### src/hdl/smart_card_atr_parser_core_macros.svh
// ----------------------------------------------------------------------------
// ATR parser assertion macros
// Shared concurrent assertion helpers, sampled on clk and disabled in reset.
// ----------------------------------------------------------------------------
`ifndef SMART_CARD_ATR_PARSER_CORE_MACROS_SVH
`define SMART_CARD_ATR_PARSER_CORE_MACROS_SVH

`ifndef SYNTHESIS

// The consequent must hold in the same cycle as the antecedent.
`define ATR_ASSERT_SAME(label, ante, cons, msg) \
  label: assert property (@(posedge clk) disable iff (rst) (ante) |-> (cons)) \
    else $error(msg);

// The consequent must hold in the cycle after the antecedent.
`define ATR_ASSERT_NEXT(label, ante, cons, msg) \
  label: assert property (@(posedge clk) disable iff (rst) (ante) |=> (cons)) \
    else $error(msg);

`else

`define ATR_ASSERT_SAME(label, ante, cons, msg)
`define ATR_ASSERT_NEXT(label, ante, cons, msg)

`endif

`endif

### src/hdl/scatr_pkg.sv
// ----------------------------------------------------------------------------
// ATR parser package
// Types, codes and constants shared by the answer-to-reset parser.
// ----------------------------------------------------------------------------
package scatr_pkg;

  // Interface groups allowed before the ATR is rejected.
  localparam int MaxGroups = 8;
  localparam int GroupW    = $clog2(MaxGroups);

  // Legal initial characters: direct and inverse convention.
  localparam logic [7:0] TsDirect  = 8'h3B;
  localparam logic [7:0] TsInverse = 8'h3F;

  typedef enum logic [1:0] {
    PH_TS   = 2'd0,
    PH_T0   = 2'd1,
    PH_BODY = 2'd2,
    PH_DONE = 2'd3
  } phase_t;

  typedef enum logic [3:0] {
    CLS_TS      = 4'd0,
    CLS_T0      = 4'd1,
    CLS_TA      = 4'd2,
    CLS_TB      = 4'd3,
    CLS_TC      = 4'd4,
    CLS_TD      = 4'd5,
    CLS_HIST    = 4'd6,
    CLS_TCK     = 4'd7,
    CLS_IGNORED = 4'd8
  } class_t;

  typedef enum logic [2:0] {
    ST_BUSY      = 3'd0,
    ST_COMPLETE  = 3'd1,
    ST_BAD_TS    = 3'd2,
    ST_TRUNCATED = 3'd3,
    ST_MISMATCH  = 3'd4,
    ST_OVERFLOW  = 3'd5
  } status_t;

  // Parser state carried from one byte to the next.
  typedef struct packed {
    phase_t              phase;
    logic [3:0]          pending;
    logic [3:0]          hist_left;
    logic [GroupW-1:0]   group;
    logic [7:0]          xor_acc;
    logic [3:0]          protocol;
    logic                tck_expected;
  } parse_state_t;

  localparam parse_state_t StateReset = '{
    phase:        PH_TS,
    pending:      4'd0,
    hist_left:    4'd0,
    group:        '0,
    xor_acc:      8'd0,
    protocol:     4'd0,
    tck_expected: 1'b0
  };

  // Classification of one byte, minus the echoed byte itself.
  typedef struct packed {
    class_t      byte_class;
    logic [2:0]  group_number;
    status_t     parse_status;
    logic [3:0]  protocol_type;
  } step_result_t;

endpackage

### src/hdl/atr_byte_if.sv
// ----------------------------------------------------------------------------
// ATR byte channel
// Valid/ready channel carrying one received answer-to-reset byte.
// ----------------------------------------------------------------------------
interface atr_byte_if;
  logic       valid;
  logic       ready;
  logic [7:0] atr_byte;
  logic       start_new;
  logic       last_available;

  modport source (output valid, output atr_byte, output start_new,
                  output last_available, input ready);
  modport sink   (input valid, input atr_byte, input start_new,
                  input last_available, output ready);
endinterface

### src/hdl/atr_result_if.sv
// ----------------------------------------------------------------------------
// ATR result channel
// Valid/ready channel carrying the classification of one ATR byte.
// ----------------------------------------------------------------------------
interface atr_result_if;
  logic       valid;
  logic       ready;
  logic [7:0] byte_value;
  logic [3:0] byte_class;
  logic [2:0] group_number;
  logic [2:0] parse_status;
  logic [3:0] protocol_type;

  modport source (output valid, output byte_value, output byte_class,
                  output group_number, output parse_status,
                  output protocol_type, input ready);
  modport sink   (input valid, input byte_value, input byte_class,
                  input group_number, input parse_status,
                  input protocol_type, output ready);
endinterface

### src/hdl/smart_card_atr_parser_core.sv
// ----------------------------------------------------------------------------
// Smart-card ATR parser core
// Classifies answer-to-reset bytes one per item and tracks the parse.
//
//   Channel  Dir  Payload                                         Handshake
//   atr      in   atr_byte, start_new, last_available             valid/ready
//   res      out  byte_value, byte_class, group_number,           valid/ready
//                 parse_status, protocol_type
//
// One byte is accepted per cycle unless a full output register that is not
// being taken holds off input; its result appears in the output register in
// the next cycle. The parser state updates at the accepting edge, so the next
// byte may follow immediately. Reset (rst, synchronous) returns the parser
// to expecting TS and empties the output register.
// ----------------------------------------------------------------------------
`include "smart_card_atr_parser_core_macros.svh"

module smart_card_atr_parser_core (
  input  logic          clk,
  input  logic          rst,
  atr_byte_if.sink      atr,
  atr_result_if.source  res
);

  scatr_pkg::parse_state_t state;
  scatr_pkg::parse_state_t state_next;
  scatr_pkg::step_result_t step;
  logic                    in_fire;

  // Input is taken whenever the output register is free or draining.
  assign atr.ready = !res.valid || res.ready;
  assign in_fire   = atr.valid && atr.ready;

  scatr_classify u_classify (
    .cur            (state),
    .atr_byte       (atr.atr_byte),
    .start_new      (atr.start_new),
    .last_available (atr.last_available),
    .nxt            (state_next),
    .res            (step)
  );

  // Parser state.
  always_ff @(posedge clk) begin
    if (rst) begin
      state <= scatr_pkg::StateReset;
    end else if (in_fire) begin
      state <= state_next;
    end
  end

  // Output register valid flag.
  always_ff @(posedge clk) begin
    if (rst) begin
      res.valid <= 1'b0;
    end else if (in_fire) begin
      res.valid <= 1'b1;
    end else if (res.ready) begin
      res.valid <= 1'b0;
    end
  end

  // Output register payload.
  always_ff @(posedge clk) begin
    if (in_fire) begin
      res.byte_value    <= atr.atr_byte;
      res.byte_class    <= step.byte_class;
      res.group_number  <= step.group_number;
      res.parse_status  <= step.parse_status;
      res.protocol_type <= step.protocol_type;
    end
  end

  // Checks on the parser's own behavior.
  `ATR_ASSERT_NEXT(a_result_follows, in_fire, res.valid, "accepted byte produced no result")
  `ATR_ASSERT_NEXT(a_terminal_done, in_fire && step.parse_status != scatr_pkg::ST_BUSY, state.phase == scatr_pkg::PH_DONE, "terminal status without finishing")
  `ATR_ASSERT_SAME(a_ignored_quiet, res.valid && res.byte_class == scatr_pkg::CLS_IGNORED, res.parse_status == scatr_pkg::ST_BUSY && res.group_number == 3'd0, "ignored byte reported status or group")
  `ATR_ASSERT_NEXT(a_ignored_keeps, in_fire && step.byte_class == scatr_pkg::CLS_IGNORED, $stable(state), "ignored byte changed state")

endmodule

### src/hdl/scatr_classify.sv
// ----------------------------------------------------------------------------
// ATR byte classifier
// Combinational step: classifies one byte against the current parser state
// and produces the next state and the result fields.
// ----------------------------------------------------------------------------
module scatr_classify (
  input  scatr_pkg::parse_state_t cur,
  input  logic [7:0]              atr_byte,
  input  logic                    start_new,
  input  logic                    last_available,
  output scatr_pkg::parse_state_t nxt,
  output scatr_pkg::step_result_t res
);

  scatr_pkg::parse_state_t st;
  scatr_pkg::parse_state_t upd;
  scatr_pkg::class_t       cls;
  logic [3:0]              td_pending;
  logic [7:0]              xor_new;
  logic                    group_full;
  logic                    bad_ts;
  logic                    overflow;
  logic                    term_early;
  logic                    complete;
  logic                    truncated;
  logic                    terminal;
  logic                    is_iface;

  // A start byte restarts the parser before the byte is looked at.
  assign st = start_new ? scatr_pkg::StateReset : cur;

  assign td_pending = atr_byte[7:4];
  assign xor_new    = st.xor_acc ^ atr_byte;
  assign group_full = (st.group == scatr_pkg::GroupW'(scatr_pkg::MaxGroups - 1));

  // Decide what this byte is from the phase and the indicators still due.
  always_comb begin
    cls = scatr_pkg::CLS_IGNORED;
    unique case (st.phase)
      scatr_pkg::PH_TS:   cls = scatr_pkg::CLS_TS;
      scatr_pkg::PH_T0:   cls = scatr_pkg::CLS_T0;
      scatr_pkg::PH_BODY: begin
        priority if (st.pending[0])        cls = scatr_pkg::CLS_TA;
        else if (st.pending[1])            cls = scatr_pkg::CLS_TB;
        else if (st.pending[2])            cls = scatr_pkg::CLS_TC;
        else if (st.pending[3])            cls = scatr_pkg::CLS_TD;
        else if (st.hist_left != 4'd0)     cls = scatr_pkg::CLS_HIST;
        else                               cls = scatr_pkg::CLS_TCK;
      end
      scatr_pkg::PH_DONE: cls = scatr_pkg::CLS_IGNORED;
      default:            cls = scatr_pkg::CLS_IGNORED;
    endcase
  end

  // Update the counters, indicators and checksum for this byte.
  always_comb begin
    upd = st;
    unique case (cls)
      scatr_pkg::CLS_T0: begin
        upd.xor_acc   = xor_new;
        upd.hist_left = atr_byte[3:0];
        upd.pending   = atr_byte[7:4];
      end
      scatr_pkg::CLS_TA: begin
        upd.xor_acc    = xor_new;
        upd.pending[0] = 1'b0;
      end
      scatr_pkg::CLS_TB: begin
        upd.xor_acc    = xor_new;
        upd.pending[1] = 1'b0;
      end
      scatr_pkg::CLS_TC: begin
        upd.xor_acc    = xor_new;
        upd.pending[2] = 1'b0;
      end
      scatr_pkg::CLS_TD: begin
        upd.xor_acc = xor_new;
        if (st.group == '0) begin
          upd.protocol = atr_byte[3:0];
        end
        if (atr_byte[3:0] != 4'd0) begin
          upd.tck_expected = 1'b1;
        end
        upd.pending = td_pending;
        if (td_pending != 4'd0 && !group_full) begin
          upd.group = st.group + 1'b1;
        end
      end
      scatr_pkg::CLS_HIST: begin
        upd.xor_acc   = xor_new;
        upd.hist_left = st.hist_left - 4'd1;
      end
      scatr_pkg::CLS_TCK: begin
        upd.xor_acc = xor_new;
      end
      default: begin
      end
    endcase
  end

  // Termination conditions, in order of precedence.
  assign bad_ts     = (cls == scatr_pkg::CLS_TS) && (atr_byte != scatr_pkg::TsDirect) &&
                      (atr_byte != scatr_pkg::TsInverse);
  assign overflow   = (cls == scatr_pkg::CLS_TD) && (td_pending != 4'd0) && group_full;
  assign term_early = bad_ts || overflow || (cls == scatr_pkg::CLS_TCK);
  assign complete   = (cls != scatr_pkg::CLS_IGNORED) && (cls != scatr_pkg::CLS_TS) &&
                      !term_early && (upd.pending == 4'd0) &&
                      (upd.hist_left == 4'd0) && !upd.tck_expected;
  assign truncated  = (cls != scatr_pkg::CLS_IGNORED) && !term_early && !complete &&
                      last_available;
  assign terminal   = term_early || complete || truncated;

  // Next state: the phase holds on an ignored byte, finishes on any terminal byte, or advances otherwise.
  always_comb begin
    nxt = upd;
    priority if (cls == scatr_pkg::CLS_IGNORED) begin
      nxt.phase = st.phase;
    end else if (terminal) begin
      nxt.phase = scatr_pkg::PH_DONE;
    end else if (cls == scatr_pkg::CLS_TS) begin
      nxt.phase = scatr_pkg::PH_T0;
    end else begin
      nxt.phase = scatr_pkg::PH_BODY;
    end
  end

  assign is_iface = (cls == scatr_pkg::CLS_TA) || (cls == scatr_pkg::CLS_TB) ||
                    (cls == scatr_pkg::CLS_TC) || (cls == scatr_pkg::CLS_TD);

  // Result fields for this byte.
  always_comb begin
    res.byte_class    = cls;
    res.group_number  = is_iface ? 3'(st.group) : 3'd0;
    res.protocol_type = upd.protocol;
    priority if (bad_ts)                    res.parse_status = scatr_pkg::ST_BAD_TS;
    else if (overflow)                      res.parse_status = scatr_pkg::ST_OVERFLOW;
    else if (cls == scatr_pkg::CLS_TCK) begin
      res.parse_status = (xor_new == 8'd0) ? scatr_pkg::ST_COMPLETE
                                           : scatr_pkg::ST_MISMATCH;
    end
    else if (complete)                      res.parse_status = scatr_pkg::ST_COMPLETE;
    else if (truncated)                     res.parse_status = scatr_pkg::ST_TRUNCATED;
    else                                    res.parse_status = scatr_pkg::ST_BUSY;
  end

endmodule

### src/flat_wrapper.sv
// flat-port wrapper written by rule: the top's interface ports become plain ports
module smart_card_atr_parser_core_flat 
  (clk, rst, atr_valid, atr_atr_byte, atr_start_new, atr_last_available, atr_ready, res_valid, res_byte_value, res_byte_class, res_group_number, res_parse_status, res_protocol_type, res_ready);
  atr_byte_if atr_i ();
  atr_result_if res_i ();
  input  logic clk;
  input  logic rst;
  input wire logic [$bits(atr_i.valid)-1:0] atr_valid;
  input wire logic [$bits(atr_i.atr_byte)-1:0] atr_atr_byte;
  input wire logic [$bits(atr_i.start_new)-1:0] atr_start_new;
  input wire logic [$bits(atr_i.last_available)-1:0] atr_last_available;
  output wire logic [$bits(atr_i.ready)-1:0] atr_ready;
  output wire logic [$bits(res_i.valid)-1:0] res_valid;
  output wire logic [$bits(res_i.byte_value)-1:0] res_byte_value;
  output wire logic [$bits(res_i.byte_class)-1:0] res_byte_class;
  output wire logic [$bits(res_i.group_number)-1:0] res_group_number;
  output wire logic [$bits(res_i.parse_status)-1:0] res_parse_status;
  output wire logic [$bits(res_i.protocol_type)-1:0] res_protocol_type;
  input wire logic [$bits(res_i.ready)-1:0] res_ready;
  assign atr_i.valid = atr_valid;
  assign atr_i.atr_byte = atr_atr_byte;
  assign atr_i.start_new = atr_start_new;
  assign atr_i.last_available = atr_last_available;
  assign atr_ready = atr_i.ready;
  assign res_valid = res_i.valid;
  assign res_byte_value = res_i.byte_value;
  assign res_byte_class = res_i.byte_class;
  assign res_group_number = res_i.group_number;
  assign res_parse_status = res_i.parse_status;
  assign res_protocol_type = res_i.protocol_type;
  assign res_i.ready = res_ready;
  smart_card_atr_parser_core u_core (.clk(clk), .rst(rst), .atr(atr_i), .res(res_i));
endmodule
### config.mk
export PLATFORM = sky130hd
export DESIGN_NAME = smart_card_atr_parser_core_flat
export DESIGN_NICKNAME = d
export VERILOG_FILES = /design/src/hdl/scatr_pkg.sv /design/src/hdl/atr_byte_if.sv /design/src/hdl/atr_result_if.sv /design/src/hdl/smart_card_atr_parser_core.sv /design/src/hdl/scatr_classify.sv /design/src/flat_wrapper.sv
export VERILOG_INCLUDE_DIRS = /design/src /design/src/hdl
export SDC_FILE = /design/constraint.sdc
export NUM_CORES = 1
export LEC_CHECK = 0
export BUFFER_PORTS_ARGS = -buffer_cell sky130_fd_sc_hd__buf_2
export CORE_ASPECT_RATIO = 2
export CORE_UTILIZATION = 54
export CTS_BUF_LIST = sky130_fd_sc_hd__clkbuf_2
export CTS_CLUSTER_DIAMETER = 30
export CTS_CLUSTER_SIZE = 25
export DETAILED_ROUTE_END_ITERATION = 10
export HOLD_SLACK_MARGIN = 0.02
export PLACE_DENSITY_LB_ADDON = 0.1
export SLEW_MARGIN = 10
export SYNTH_ARGS = -nofsm -noshare
export SYNTH_HDL_FRONTEND = slang
export SYNTH_SLANG_ARGS = --single-unit
### constraint.sdc
create_clock -name clk -period 2.74 [get_ports clk]
set_clock_uncertainty 0.15 [all_clocks]
set_input_delay 0.137 -clock clk [delete_from_list [all_inputs] [get_ports clk]]
set_output_delay 0.137 -clock clk [all_outputs]
set_load 0.02 [all_outputs]
Word level (Yosys, flattened, before mapping)
Cells that the tools add are included.
{"block": "word_totals", "regBits": 49, "latch_bits": 0, "ram_bits": 0, "mem_bits_ro": 0, "inputBits": 14, "word_cells": 99, "mem_count": 0}
{"block": "op_classes", "addsub": 2, "multipliers": 0, "div_mod_pow": 0, "n_lt_le_gt_ge": 0, "n_eq_ne": 15, "shift": 0, "mux": 28, "n_bitwise": 1, "reduce_logical": 40}
{"operator": "two-way mux 26 bit", "count": 1}
{"operator": "two-way mux 3 bit", "count": 7}
{"operator": "equality test 4 x 3 -> 1 bit, second input constant", "count": 4}
{"operator": "inequality test 8 x 6 -> 1 bit, second input constant", "count": 2}
{"operator": "one-hot mux 4 bit (4 select lines)", "count": 1}
{"operator": "nonzero test 4 bit", "count": 4}
{"operator": "logical AND 1 bit", "count": 14}
{"operator": "two-way mux 2 bit", "count": 7}
{"operator": "zero test 4 bit", "count": 3}
{"operator": "equality test 4 x 2 -> 1 bit, second input constant", "count": 2}
{"operator": "zero test 8 bit", "count": 1}
{"operator": "logical OR 1 bit", "count": 8}
{"operator": "two-way mux 8 bit", "count": 1}
{"operator": "one-hot mux 4 bit (2 select lines)", "count": 1}
{"operator": "XOR 8 bit", "count": 1}
{"operator": "OR reduction 7 bit", "count": 1}
{"operator": "one-hot mux 1 bit (2 select lines)", "count": 3}
{"operator": "zero test 1 bit", "count": 5}
{"operator": "two-way mux 1 bit", "count": 5}
{"operator": "two-way mux 5 bit", "count": 1}
{"operator": "equality test 2 bit, second input constant", "count": 2}
{"operator": "equality test 4 x 1 -> 1 bit, second input constant", "count": 1}
{"operator": "equality test 4 bit, second input constant", "count": 1}
{"operator": "two-way mux 4 bit", "count": 1}
{"operator": "9 further kinds", "count": 9}

Longest topological paths before layout
Gate-level depths: netlist (run 1).
{"block": "depth", "word_depth": 25, "depth_mapped": 12, "ltp_nobuf": 10}

Hierarchy
From an unflattened synthesis (run 1), not the netlist that was laid out.
{"block": "unflattened", "hier_cells": 325, "area_unflattened_um2": 3080.5}
{"module": "smart_card_atr_parser_core", "instances": 1, "cells_each": 146, "area_per_inst_um2": 1928.1}
{"module": "scatr_classify", "instances": 1, "cells_each": 179, "area_per_inst_um2": 1152.4}

Worst setup path after synthesis (run 1)
Ideal clock, no wire load.
{"block": "synth_path", "kind": "input port to flip-flop", "from": "input port atr_start_new", "to": "register u_core.state[25] (netlist name)", "setup_time_ns": 0.130, "arrival_ns": 2.386, "required_ns": 2.460, "slack_ns": 0.075, "path_stages": 12, "n_path_buf": 2, "cell_sequence": "buf_2 > inv_1 > clkbuf_1 > nand2_1 > ha_1 > nor3b_1 > o21bai_1 > a31oi_1 > a32o_1 > or4_1 > a21oi_1 > nor3_1"}
{"element": "start, declared", "line": "flat_wrapper.sv:10", "source": "input wire logic [$bits(atr_i.start_new)-1:0] atr_start_new;"}
{"element": "end signal, assigned", "line": "smart_card_atr_parser_core.sv:46", "source": "state <= scatr_pkg::StateReset;"}
{"element": "end signal, assigned", "line": "smart_card_atr_parser_core.sv:48", "source": "state <= state_next;"}
{"element": "end, declared", "line": "smart_card_atr_parser_core.sv:25", "source": "scatr_pkg::parse_state_t state;"}

Worst setup path in the final report (run 1)
{"block": "layout_path", "from": "register u_core.state[24] (netlist name)", "to": "register u_core.res.parse_status[0] (data pin)"}
{"block": "layout_via", "elab_chain_cells": 20, "word_cells_on_any_way": 46, "cone_classes": "eq/ne: 11; mux: 12; reduce/logical: 23"}
{"element": "two-way mux 26 bit (*)", "line": "scatr_classify.sv:30", "source": "assign st = start_new ? scatr_pkg::StateReset : cur;"}
{"element": "equality test 2 bit (tied with other cells)", "line": "scatr_classify.sv:39", "source": "unique case (st.phase)"}
{"element": "one-hot mux 4 bit (4 select lines) (*)", "line": "scatr_classify.sv:39"}
{"element": "parallel branches: the longest is 17 deep, another holds equality test 4 x 3 -> 1 bit"}
{"element": "end, declared", "line": "atr_result_if.sv:15", "source": "output group_number, output parse_status,"}
Every way passes the cells marked *.
A chain may end at the register's enable or synchronous reset.

==> summary.md, run 1 <==
| Metric | Value |
|---|---|
| Outcome | `completed` |
| DRT antenna net count | `0` |
| All-Layer GR Usage | `28.6%` |
| Remaining Overflow, GRT | `0` |
| Setup Fix Bufs, Post-CTS | `0` |
| Maximum VDD drop | `0.000468 V` |
| Number of synthesized register bits | `49` |
| Endpoints failing hold | `0` |
| Yosys warnings | `0` |
| Num CTS Buffers | `5` |
| CTS root buf | `clkbuf_2` |
| Pwr dens | `483 nW/um^2` |
| Pleak | `1.27 nW` |
| Width of the die | `52.6 um` |
| Hold_ws | `0.173 ns` |
| Slew at the pin closest to its max-slew limit | `0.632 ns` |
| Switch share | `31.0%` |
| Clock sink count | `49` |
| Vias in the first global route | `2361` |
| Gpl congestion | `0.958` |
| Net Count, Synth | `345` |
| # port buffers | `37` |
| Clock period minus worst slack | `2.62 ns` |
| Synth area leaders | `edfxtp_1, dfxtp_1, nor2_1, o21ai_0, a21oi_1` |
| Share of the synthesized area in the top cell type | `23.9%` |
| Setup WS pre-CTS | `0.0779 ns` |
| Internal Power | `1.09 mW` |
| Site Rows | `36` |
| Die area | `5420 um^2` |
| Peak Freq | `381 MHz` |
| Post-synth EDFFs | `22` |
| Final Util | `66.8%` |
| Period utilization | `95.7%` |
| Post-synth ARST share | `0%` |
| Initial Utilization | `56.2%` |
| H-tree levels | `2` |
| Critical Path End Type | `register` |
| Ys flop type | `dfxtp_1` |
| Clock power frac | `26.8%` |
| Initial DRC Count | `86` |
| Antenna diode count | `0` |
| Mapped Cells | `326` |
| Layout net count | `398` |
| Net Switching | `0.491 mW` |
| I/O pin count | `38` |
| CORE AREA | `4910 um^2` |
| DR vias/cell | `6.08` |
| Worst min-delay path class | `primary input to register` |
| Area leader, netlist | `edfxtp_1` |
| DR DRC count | `0` |
| CTS clk-pin slew, worst paths | `0.28 ns` |
| Finish-stage setup viols | `0` |
| Sum Neg Setup Slack | `0 ns` |
| Crit start category | `register` |
| CP required | `2.96 ns` |
| Sequential share of power | `52.4%` |
| Crit Path Category | `register to register` |
| Setup ws final | `0.118 ns` |
| Worst-case clock buffer depth | `2` |
| First-pass GRT wire length | `11.1 mm` |
| Finished Layout Cells | `437` |
| Placement Cell Area | `3060 um^2` |
| Crit path max fanout | `7` |
| Routed wire per std cell | `16.7 um` |
| Combinational group share of total power | `20.9%` |
| Post-Syn Area per Cell | `8.47 um^2` |
| Cell Area, Synth | `2760 um^2` |
| TritonCTS clock tree | `done` |
| Total power | `1.58 mW` |
| Worst skew pair latency | `0.47 ns` |
| RSZ-0062 raised after global routing | `no` |
| Antenna violations before repair | `0` |
| Largest net degree at the start of global routing | `28` |
| HPWL Detailed | `5.16 mm` |
| Synth cell types | `51` |
| WP data arrival | `2.84 ns` |
| Layout cells sized above 1 | `20.8%` |
| Total wire length | `7.31 mm` |
| Area Overhead vs Synth | `18.8%` |
| Placed cells | `416` |
| Maxcap violations | `0` |
| Design area | `3280 um^2` |
| Post-synthesis sequential area ratio | `43.5%` |
| Die H | `103 um` |
| Max transition margin | `57.6%` |
| First-pass DRT Iterations | `4` |
| Routed vias | `2656` |
| Slew Limit Fails | `0` |
==> area by class of cell <==
type	count	area, um^2
fillers	439	1630
multi-input cells	240	1410
flip-flops and latches	49	1200
repair buffers	71	473
well taps	57	71.3
clock inverters	3	47.5
inverters	12	45.0
clock buffers	5	25.0
==> sequential cells by signal (all words and copies together), names as in the netlist <==
| register | flops |
|---|---|
| u_core.state | 26 |
| u_core.res.byte_value | 8 |
| u_core.res.byte_class | 4 |
| u_core.res.protocol_type | 4 |
| u_core.res.group_number | 3 |
| u_core.res.parse_status | 3 |
| u_core.res.valid | 1 |
==> path summary, 6_finish.rpt <==
kind | from | slack [ns] | cells after the start | end
worst max-delay path | u_core.state[24]$_SDFFE_PP0P_ | 0.12 | 7 | u_core.res.parse_status[0]$_SDFFCE_PP0P_
worst min-delay path | res_ready | 0.17 | 6 | u_core.state[23]$_SDFFE_PP0P_
worst max register to register | u_core.state[24]$_SDFFE_PP0P_ | 0.12 | 7 | u_core.res.parse_status[0]$_SDFFCE_PP0P_
worst min register to register | u_core.state[0]$_SDFFE_PP0P_ | 0.38 | 2 | u_core.state[0]$_SDFFE_PP0P_
==> critical path, cell delays in order, from the launching register on <==
cell      delay [ns]
dfxtp_2         0.43
or4b_4          0.62
o21ai_1         0.23
a21oi_1         0.12
a311oi_1        0.31
nand3_1         0.16
nor4_2          0.31
o311a_1         0.20
==> metal layers <==
layer	track usage, %	vias to the layer above	share of wire [%]	routed length, um
met3	5.16	16	3.8	278
met2	51.5	75	53	3890
met4	15.0	0	3.1	226
li1	-	1293	-	-
met1	30.4	1272	40	2910
met5	0	-	0	0
==> repair_timing <==
action | 4_1_cts | 5_1_grt
hold buffers | 13 | 0
setup endpoints to repair | 0 | 1
gates resized for setup | 0 | 6
endpoints found under the hold margin | 37 | 0
==> cells in the mapped netlist, types with 2 or more instances <==
cell / count
nor2_1: 46
nand2_1: 33
o21ai_0: 31
a21oi_1: 27
dfxtp_1: 27
edfxtp_1: 22
clkbuf_1: 15
nand3_1: 14
inv_1: 11
a31oi_1: 8
a22oi_1: 7
nor3_1: 6
ha_1: 5
xnor2_1: 5
a211oi_1: 4
buf_1: 4
buf_2: 4
nand4_1: 4
nor3b_1: 4
a32o_1: 3
and2_1: 3
nand2b_1: 3
nor4bb_1: 3
o32ai_1: 3
a311oi_1: 2
and3_1: 2
buf_6: 2
nor4_2: 2
nor4b_2: 2
o311a_1: 2
or4_1: 2
==> cell families after synthesis <==
family                     count (synthesis)  share of synthesized area (%)
AOI/OAI and AO/OA                         95                           21.2
xor gates and xnor gates                   5                           1.59
adders and majority gates                  6                           2.63
buffers and inverters                     37                           5.75
DFF                                       49                           43.5
muxes                                      1                          0.362
and+or+nand+nor                          133                           25.0
==> layout by cell type, fill, tap and decap left out, types with 3 or more instances in the layout <==
cell / instances
a211oi_1: 4
a21oi_1: 27
a22oi_1: 7
a31oi_1: 7
a32o_1: 3
and2_1: 3
buf_2: 37
buf_4: 21
clkbuf_2: 5
dfxtp_1: 24
dfxtp_2: 3
dlygate4sd3_1: 13
edfxtp_1: 22
ha_1: 5
inv_1: 11
nand2_1: 33
nand2b_1: 3
nand3_1: 14
nand4_1: 4
nor2_1: 46
nor3_1: 6
nor3b_1: 3
nor4bb_1: 3
o21ai_0: 30
o32ai_1: 3
xnor2_1: 5
==> power groups by stage <==
stage	clock network (mW)	registers, mW	logic, mW
floorplan	0	0.858	0.188
global placement	0	0.840	0.307
detailed placement	0	0.842	0.310
CTS	0.428	0.827	0.326
global route	0.450	0.834	0.358
finish	0.424	0.829	0.331
No activity file was read; power rests on OpenSTA's default activity.
==> inputs of run 2 (changes only) <==
--- a/config.mk
+++ b/config.mk
@@ -7,8 +7,10 @@
 export NUM_CORES = 1
 export LEC_CHECK = 0
 export BUFFER_PORTS_ARGS = -buffer_cell sky130_fd_sc_hd__buf_2
+export CELL_PAD_IN_SITES_DETAIL_PLACEMENT = 1
+export CELL_PAD_IN_SITES_GLOBAL_PLACEMENT = 1
 export CORE_ASPECT_RATIO = 2
-export CORE_UTILIZATION = 54
+export CORE_UTILIZATION = 40
 export CTS_BUF_LIST = sky130_fd_sc_hd__clkbuf_2
 export CTS_CLUSTER_DIAMETER = 30
 export CTS_CLUSTER_SIZE = 25
==> run 2 against run 1 <==
  * Maximum frequency decreased by 0.13%
  * Critical endpoint is now u_core.state[25]$_SDFFE_PP0P_
  * Largest cell class unchanged
  * Largest power group unchanged
  * Register-to-register slack about the same
  * Combinational power about the same
  * Flip-flop and latch count unchanged
  * Routed wire length increased by 17%
==> summary.md, run 2 (same netlist as run 1, synthesis figures left out) <==
| Metric | Value |
|---|---|
| CORE AREA | `6620 um^2` |
| Initial Utilization | `41.7%` |
| DRT antenna net count | `0` |
| Slowest CP cell | `or4_1` |
| Clock period minus worst slack | `2.63 ns` |
| Sequential share of power | `55.1%` |
| Crit-path leading delay family | `simple AND/OR/NAND/NOR gates` |
| Endpoints failing hold | `0` |
| Slew at the pin closest to its max-slew limit | `0.688 ns` |
| Maxcap violations | `0` |
| CP required | `2.97 ns` |
| I/O pin count | `38` |
| Hold_ws | `0.0462 ns` |
| Bufs and invs on worst path | `1` |
| Layout cells sized above 1 | `19.7%` |
| Biggest regs | `u_core.state x26, u_core.res.byte_value x8` |
| Total power | `1.50 mW` |
| # port buffers | `37` |
| Reg-to-Reg Start | `u_core.state[17]$_SDFFE_PP0P_` |
| H-tree levels | `2` |
| Sum Neg Setup Slack | `0 ns` |
| Setup slack, reg-to-reg | `0.11 ns` |
| Final Util | `49.4%` |
| Initial DRC Count | `126` |
| DR vias/cell | `5.75` |
| DR DRC count | `0` |
| Placement Cell Area | `3080 um^2` |
| Max transition margin | `53.7%` |
| CTS root buf | `clkbuf_2` |
| Clock power frac | `22.7%` |
| Hold Path End | `u_core.res.byte_class[2]$_DFFE_PP_` |
| Width of the die | `60.8 um` |
| Die area | `7260 um^2` |
| Switch share | `33.9%` |
| Most frequent cells in the layout | `nor2_1, buf_2, nand2_1` |
| Crit Path Category | `register to register` |
| Routed vias | `2666` |
| Clock sink count | `49` |
| Outcome | `completed` |
| Hold Path Depth | `3` |
| Area Overhead vs Synth | `18.4%` |
| Design area | `3270 um^2` |
| Max reg flops | `26` |
| Die H | `120 um` |
| All-Layer GR Usage | `25.6%` |
| Total wire length | `8.53 mm` |
| Critical Path End Type | `register` |
| HPWL Detailed | `6.10 mm` |
| CTS clk-pin slew, worst paths | `0.28 ns` |
| Largest stage delay, worst path | `0.48 ns` |
| Pwr dens | `459 nW/um^2` |
| Period utilization | `95.8%` |
| Largest net degree at the start of global routing | `29` |
| Pleak | `1.24 nW` |
| R2R cell count | `10` |
| Slew Limit Fails | `0` |
| Combinational group share of total power | `22.1%` |
| Critical-path cell list | `nand2_1, ha_1, nor3b_1, o21bai_1, a31oi_1, buf_4, a32o_1, or4_1, a21oi_1, nor3_1` |
| Setup WS pre-CTS | `0.0753 ns` |
| First-pass GRT wire length | `13.6 mm` |
| WP data arrival | `2.85 ns` |
| Reg with most FFs | `u_core.state` |
| Antenna violations before repair | `1` |
| Internal Power | `0.993 mW` |
| Crit Reg-Reg Endpoint | `u_core.state[25]$_SDFFE_PP0P_` |
| Vias in the first global route | `2783` |
| Site Rows | `42` |
| Remaining Overflow, GRT | `0` |
| Net Switching | `0.509 mW` |
| Finished Layout Cells | `464` |
| Worst min-delay path class | `primary input to register` |
| Worst-case clock buffer depth | `2` |
| Num CTS Buffers | `5` |
| Maximum VDD drop | `0.000252 V` |
| Placed cells | `443` |
| Worst skew pair latency | `0.47 ns` |
| Commonest non-fill, non-tap cell in the layout | `nor2_1` |
| Crit start category | `register` |
| Crit path from | `u_core.state[17]$_SDFFE_PP0P_` |
| Setup ws final | `0.114 ns` |
| Finish-stage setup viols | `0` |
| Hold Path Origin | `atr_start_new` |
| Gpl congestion | `0.939` |
| Layout net count | `393` |
| Routed wire per std cell | `18.4 um` |
| Peak Freq | `381 MHz` |
| First-pass DRT Iterations | `4` |
| Setup Fix Bufs, Post-CTS | `0` |
| TritonCTS clock tree | `done` |
| Crit path max fanout | `5` |
## run 2: area by class of cell
class                      instances  area, um^2
antenna                            1        2.50
clock buffer                       5        25.0
clock inverter                     3        25.0
fill                             842        3350
inverter                          12        45.0
multi-input combinational        240        1410
sequential                        49        1210
tap                               88         110
timing repair buffer              66         445
## run 2: how the worst max path moves through the flow
| stage | endpoint | slack (ns) | cells past startpoint |
|---|---|---|---|
| 2_1_floorplan | u_core.state[25]$_SDFFE_PP0P_ | 0.07 | 12 |
| 3_3_place_gp | u_core.state[25]$_SDFFE_PP0P_ | 0.18 | 12 |
| 3_5_place_dp | u_core.state[25]$_SDFFE_PP0P_ | 0.08 | 12 |
| 4_1_cts | u_core.res.parse_status[0]$_SDFFCE_PP0P_ | 0.07 | 7 |
| 5_1_grt | u_core.state[25]$_SDFFE_PP0P_ | -0.004 | 10 |
| 6_report | u_core.state[25]$_SDFFE_PP0P_ | 0.11 | 10 |
## run 2: per-layer routing
layer | vias up | track usage (%) | routed length (um)
met4 | 0 | 12.1 | 262
met2 | 61 | 46.5 | 4790
met1 | 1308 | 27.4 | 3220
met5 | - | 0 | 0
met3 | 17 | 3.56 | 256
li1 | 1280 | - | -
## run 2: worst reg2reg max path, cell delays in order (launching register included)
cell and delay [ns]:
dfxtp_1 0.44, nand2_1 0.09, ha_1 0.21, nor3b_1 0.18
o21bai_1 0.18, a31oi_1 0.13, buf_4 0.18, a32o_1 0.26
or4_1 0.48, a21oi_1 0.16, nor3_1 0.06
## run 2: timing repair
| action | CTS | global route |
|---|---|---|
| hold buffers | 12 | 0 |
| endpoints found under the hold margin | 37 | 0 |
| endpoints found under the setup margin | 0 | 3 |
| gates resized for setup | 0 | 6 |
## run 2: power groups by stage
stage | combinational (mW) | clock, mW | sequential, mW
CTS | 0.332 | 0.347 | 0.827
global placement | 0.312 | 0 | 0.839
finish | 0.332 | 0.341 | 0.828
detailed placement | 0.316 | 0 | 0.842
floorplan | 0.188 | 0 | 0.858
global route | 0.361 | 0.369 | 0.833
==> inputs of run 3 (changes only) <==
--- a/config.mk
+++ b/config.mk
@@ -9,7 +9,6 @@
 export BUFFER_PORTS_ARGS = -buffer_cell sky130_fd_sc_hd__buf_2
 export CELL_PAD_IN_SITES_DETAIL_PLACEMENT = 1
 export CELL_PAD_IN_SITES_GLOBAL_PLACEMENT = 1
-export CORE_ASPECT_RATIO = 2
 export CORE_UTILIZATION = 40
 export CTS_BUF_LIST = sky130_fd_sc_hd__clkbuf_2
 export CTS_CLUSTER_DIAMETER = 30
@@ -17,6 +16,7 @@
 export DETAILED_ROUTE_END_ITERATION = 10
 export HOLD_SLACK_MARGIN = 0.02
 export PLACE_DENSITY_LB_ADDON = 0.1
+export RECOVER_POWER = 100
 export SLEW_MARGIN = 10
 export SYNTH_ARGS = -nofsm -noshare
 export SYNTH_HDL_FRONTEND = slang
==> run 3 against run 2 <==
  * Sequential power is essentially flat
  * Register-to-register slack is essentially flat
  * Hold slack gained 0.041 ns
  * Combinational power shrank 4%
  * Non-clock buffer count grew 2
  * Clock power grew 18%
  * Critical endpoint is now u_core.res.parse_status[0]$_SDFFCE_PP0P_
==> summary.md, run 3 (same netlist as run 1, synthesis figures left out) <==
| Metric | Value |
|---|---|
| Outcome | `completed` |
| Initial Utilization | `42.5%` |
| CTS clk-pin slew, worst paths | `0.27 ns` |
| Slew Limit Fails | `0` |
| Sum Neg Setup Slack | `0 ns` |
| Site Rows | `29` |
| HPWL Detailed | `5.62 mm` |
| Biggest regs | `u_core.state x26, u_core.res.byte_value x8` |
| Crit Path Category | `register to register` |
| Worst-case clock buffer depth | `2` |
| CORE AREA | `6490 um^2` |
| Maxcap violations | `0` |
| All-Layer GR Usage | `23.6%` |
| Layout cells sized above 1 | `9.81%` |
| I/O pin count | `38` |
| CTS root buf | `clkbuf_2` |
| Gpl congestion | `0.904` |
| WP data arrival | `2.81 ns` |
| Pleak | `1.12 nW` |
| Final Util | `49.4%` |
| Reg with most FFs | `u_core.state` |
| # port buffers | `37` |
| Maximum VDD drop | `0.000208 V` |
| Width of the die | `85.1 um` |
| Period utilization | `95.8%` |
| Hold Path Origin | `atr_start_new` |
| Wl on met1 | `3.74 mm` |
| First-pass DRT Iterations | `4` |
| Antenna diode count | `0` |
| Most frequent cells in the layout | `nor2_1, clkbuf_1, nand2_1` |
| Remaining Overflow, GRT | `0` |
| Routed wire per std cell | `17.6 um` |
| Setup slack, reg-to-reg | `0.12 ns` |
| Num CTS Buffers | `5` |
| H-tree levels | `2` |
| Routed met2 length | `3.81 mm` |
| DR vias/cell | `5.83` |
| TritonCTS clock tree | `done` |
| Vias in the first global route | `2616` |
| DRT antenna net count | `0` |
| Crit path max fanout | `8` |
| Peak Freq | `381 MHz` |
| Finish-stage setup viols | `0` |
| Routed vias | `2647` |
| Total wire length | `8.00 mm` |
| Area Overhead vs Synth | `16.1%` |
| Worst skew pair latency | `0.44 ns` |
| Critical Path End Type | `register` |
| Endpoints failing hold | `0` |
| Slew at the pin closest to its max-slew limit | `0.768 ns` |
| Largest stage delay, worst path | `0.60 ns` |
| Max reg flops | `26` |
| DR DRC count | `0` |
| Clock sink count | `49` |
| Die H | `85.1 um` |
| Worst min-delay path class | `primary input to register` |
| Crit start category | `register` |
| Slowest CP cell | `or4b_4` |
| Commonest non-fill, non-tap cell in the layout | `nor2_1` |
| Reg-to-Reg Start | `u_core.state[24]$_SDFFE_PP0P_` |
| Critical-path cell list | `or4b_4, o21ai_0, a21oi_1, a311oi_1, nand3_1, nor4_4, o311a_1` |
| Max transition margin | `48.5%` |
| Antenna violations before repair | `0` |
| Crit path from | `u_core.state[24]$_SDFFE_PP0P_` |
| First-pass GRT wire length | `13.3 mm` |
| Setup Fix Bufs, Post-CTS | `0` |
| RSZ-0062 raised after global routing | `no` |
| Clock period minus worst slack | `2.62 ns` |
| Initial DRC Count | `128` |
| Pwr dens | `483 nW/um^2` |
| Largest net degree at the start of global routing | `28` |
| Met3 WL | `336 um` |
| Top routing layer in use | `met4` |
| Die area | `7240 um^2` |
| Layout net count | `395` |
| CP required | `2.92 ns` |
## run 3: stage by stage
step | std cells | setup slack, ns | area, um^2 | total power, mW | hold slack [ns]
floorplan | 326 | 0.0746 | 2760 | 1.05 | 0.0859
global placement | 434 | 0.123 | 3070 | 1.15 | 0.236
detailed placement | 434 | 0.0482 | 3070 | 1.15 | 0.253
CTS | 454 | 0.0151 | 3260 | 1.57 | 0.0497
global route | 454 | 0.00931 | 3210 | 1.62 | 0.0746
finish | 454 | 0.116 | 3210 | 1.55 | 0.0874
## run 3: layout make-up
| type | count | area (um^2) |
|---|---|---|
| Clock buffer | 5 | 25.0 |
| Clock inverter | 3 | 41.3 |
| Fill cell | 808 | 3290 |
| Inverter | 12 | 45.0 |
| Multi-Input combinational cell | 240 | 1410 |
| Sequential cell | 49 | 1210 |
| Tap cell | 77 | 96.3 |
| Timing Repair Buffer | 68 | 378 |
## run 3: timing repair
item	CTS	global route
pin swaps	0	2
endpoints found under the hold margin	32	0
resized for setup	1	9
setup endpoints to repair	1	7
hold buffers	12	0
## run 3: worst paths after layout
kind,to,cells after the start
setup reg to reg,u_core.res.parse_status[0]$_SDFFCE_PP0P_,7
hold reg to reg,u_core.state[16]$_SDFFE_PP0P_,2
hold / removal,u_core.state[16]$_SDFFE_PP0P_,5
setup / recovery,u_core.res.parse_status[0]$_SDFFCE_PP0P_,7
## run 3: worst max-delay path, delay by kind of cell (launching register included)
kind / cells / cell delay (ns)
AO/OA/AOI/OAI: 4 / 0.87
AND/OR/NAND/NOR: 3 / 1.07
flip-flops: 1 / 0.44
## run 3: power by group
| group | total, mW | internal, mW | switching [mW] |
|---|---|---|---|
| sequential | 0.828 | 0.802 | 0.0254 |
| combinational | 0.319 | 0.109 | 0.210 |
| clock | 0.402 | 0.151 | 0.251 |
## run 3: routing by layer
metal / global-route usage, % / vias up
met4: 6.93 / 0
met5: 0 / -
met1: 31.2 / 1289
met2: 39.1 / 60
li1: - / 1290
met3: 4.47 / 8
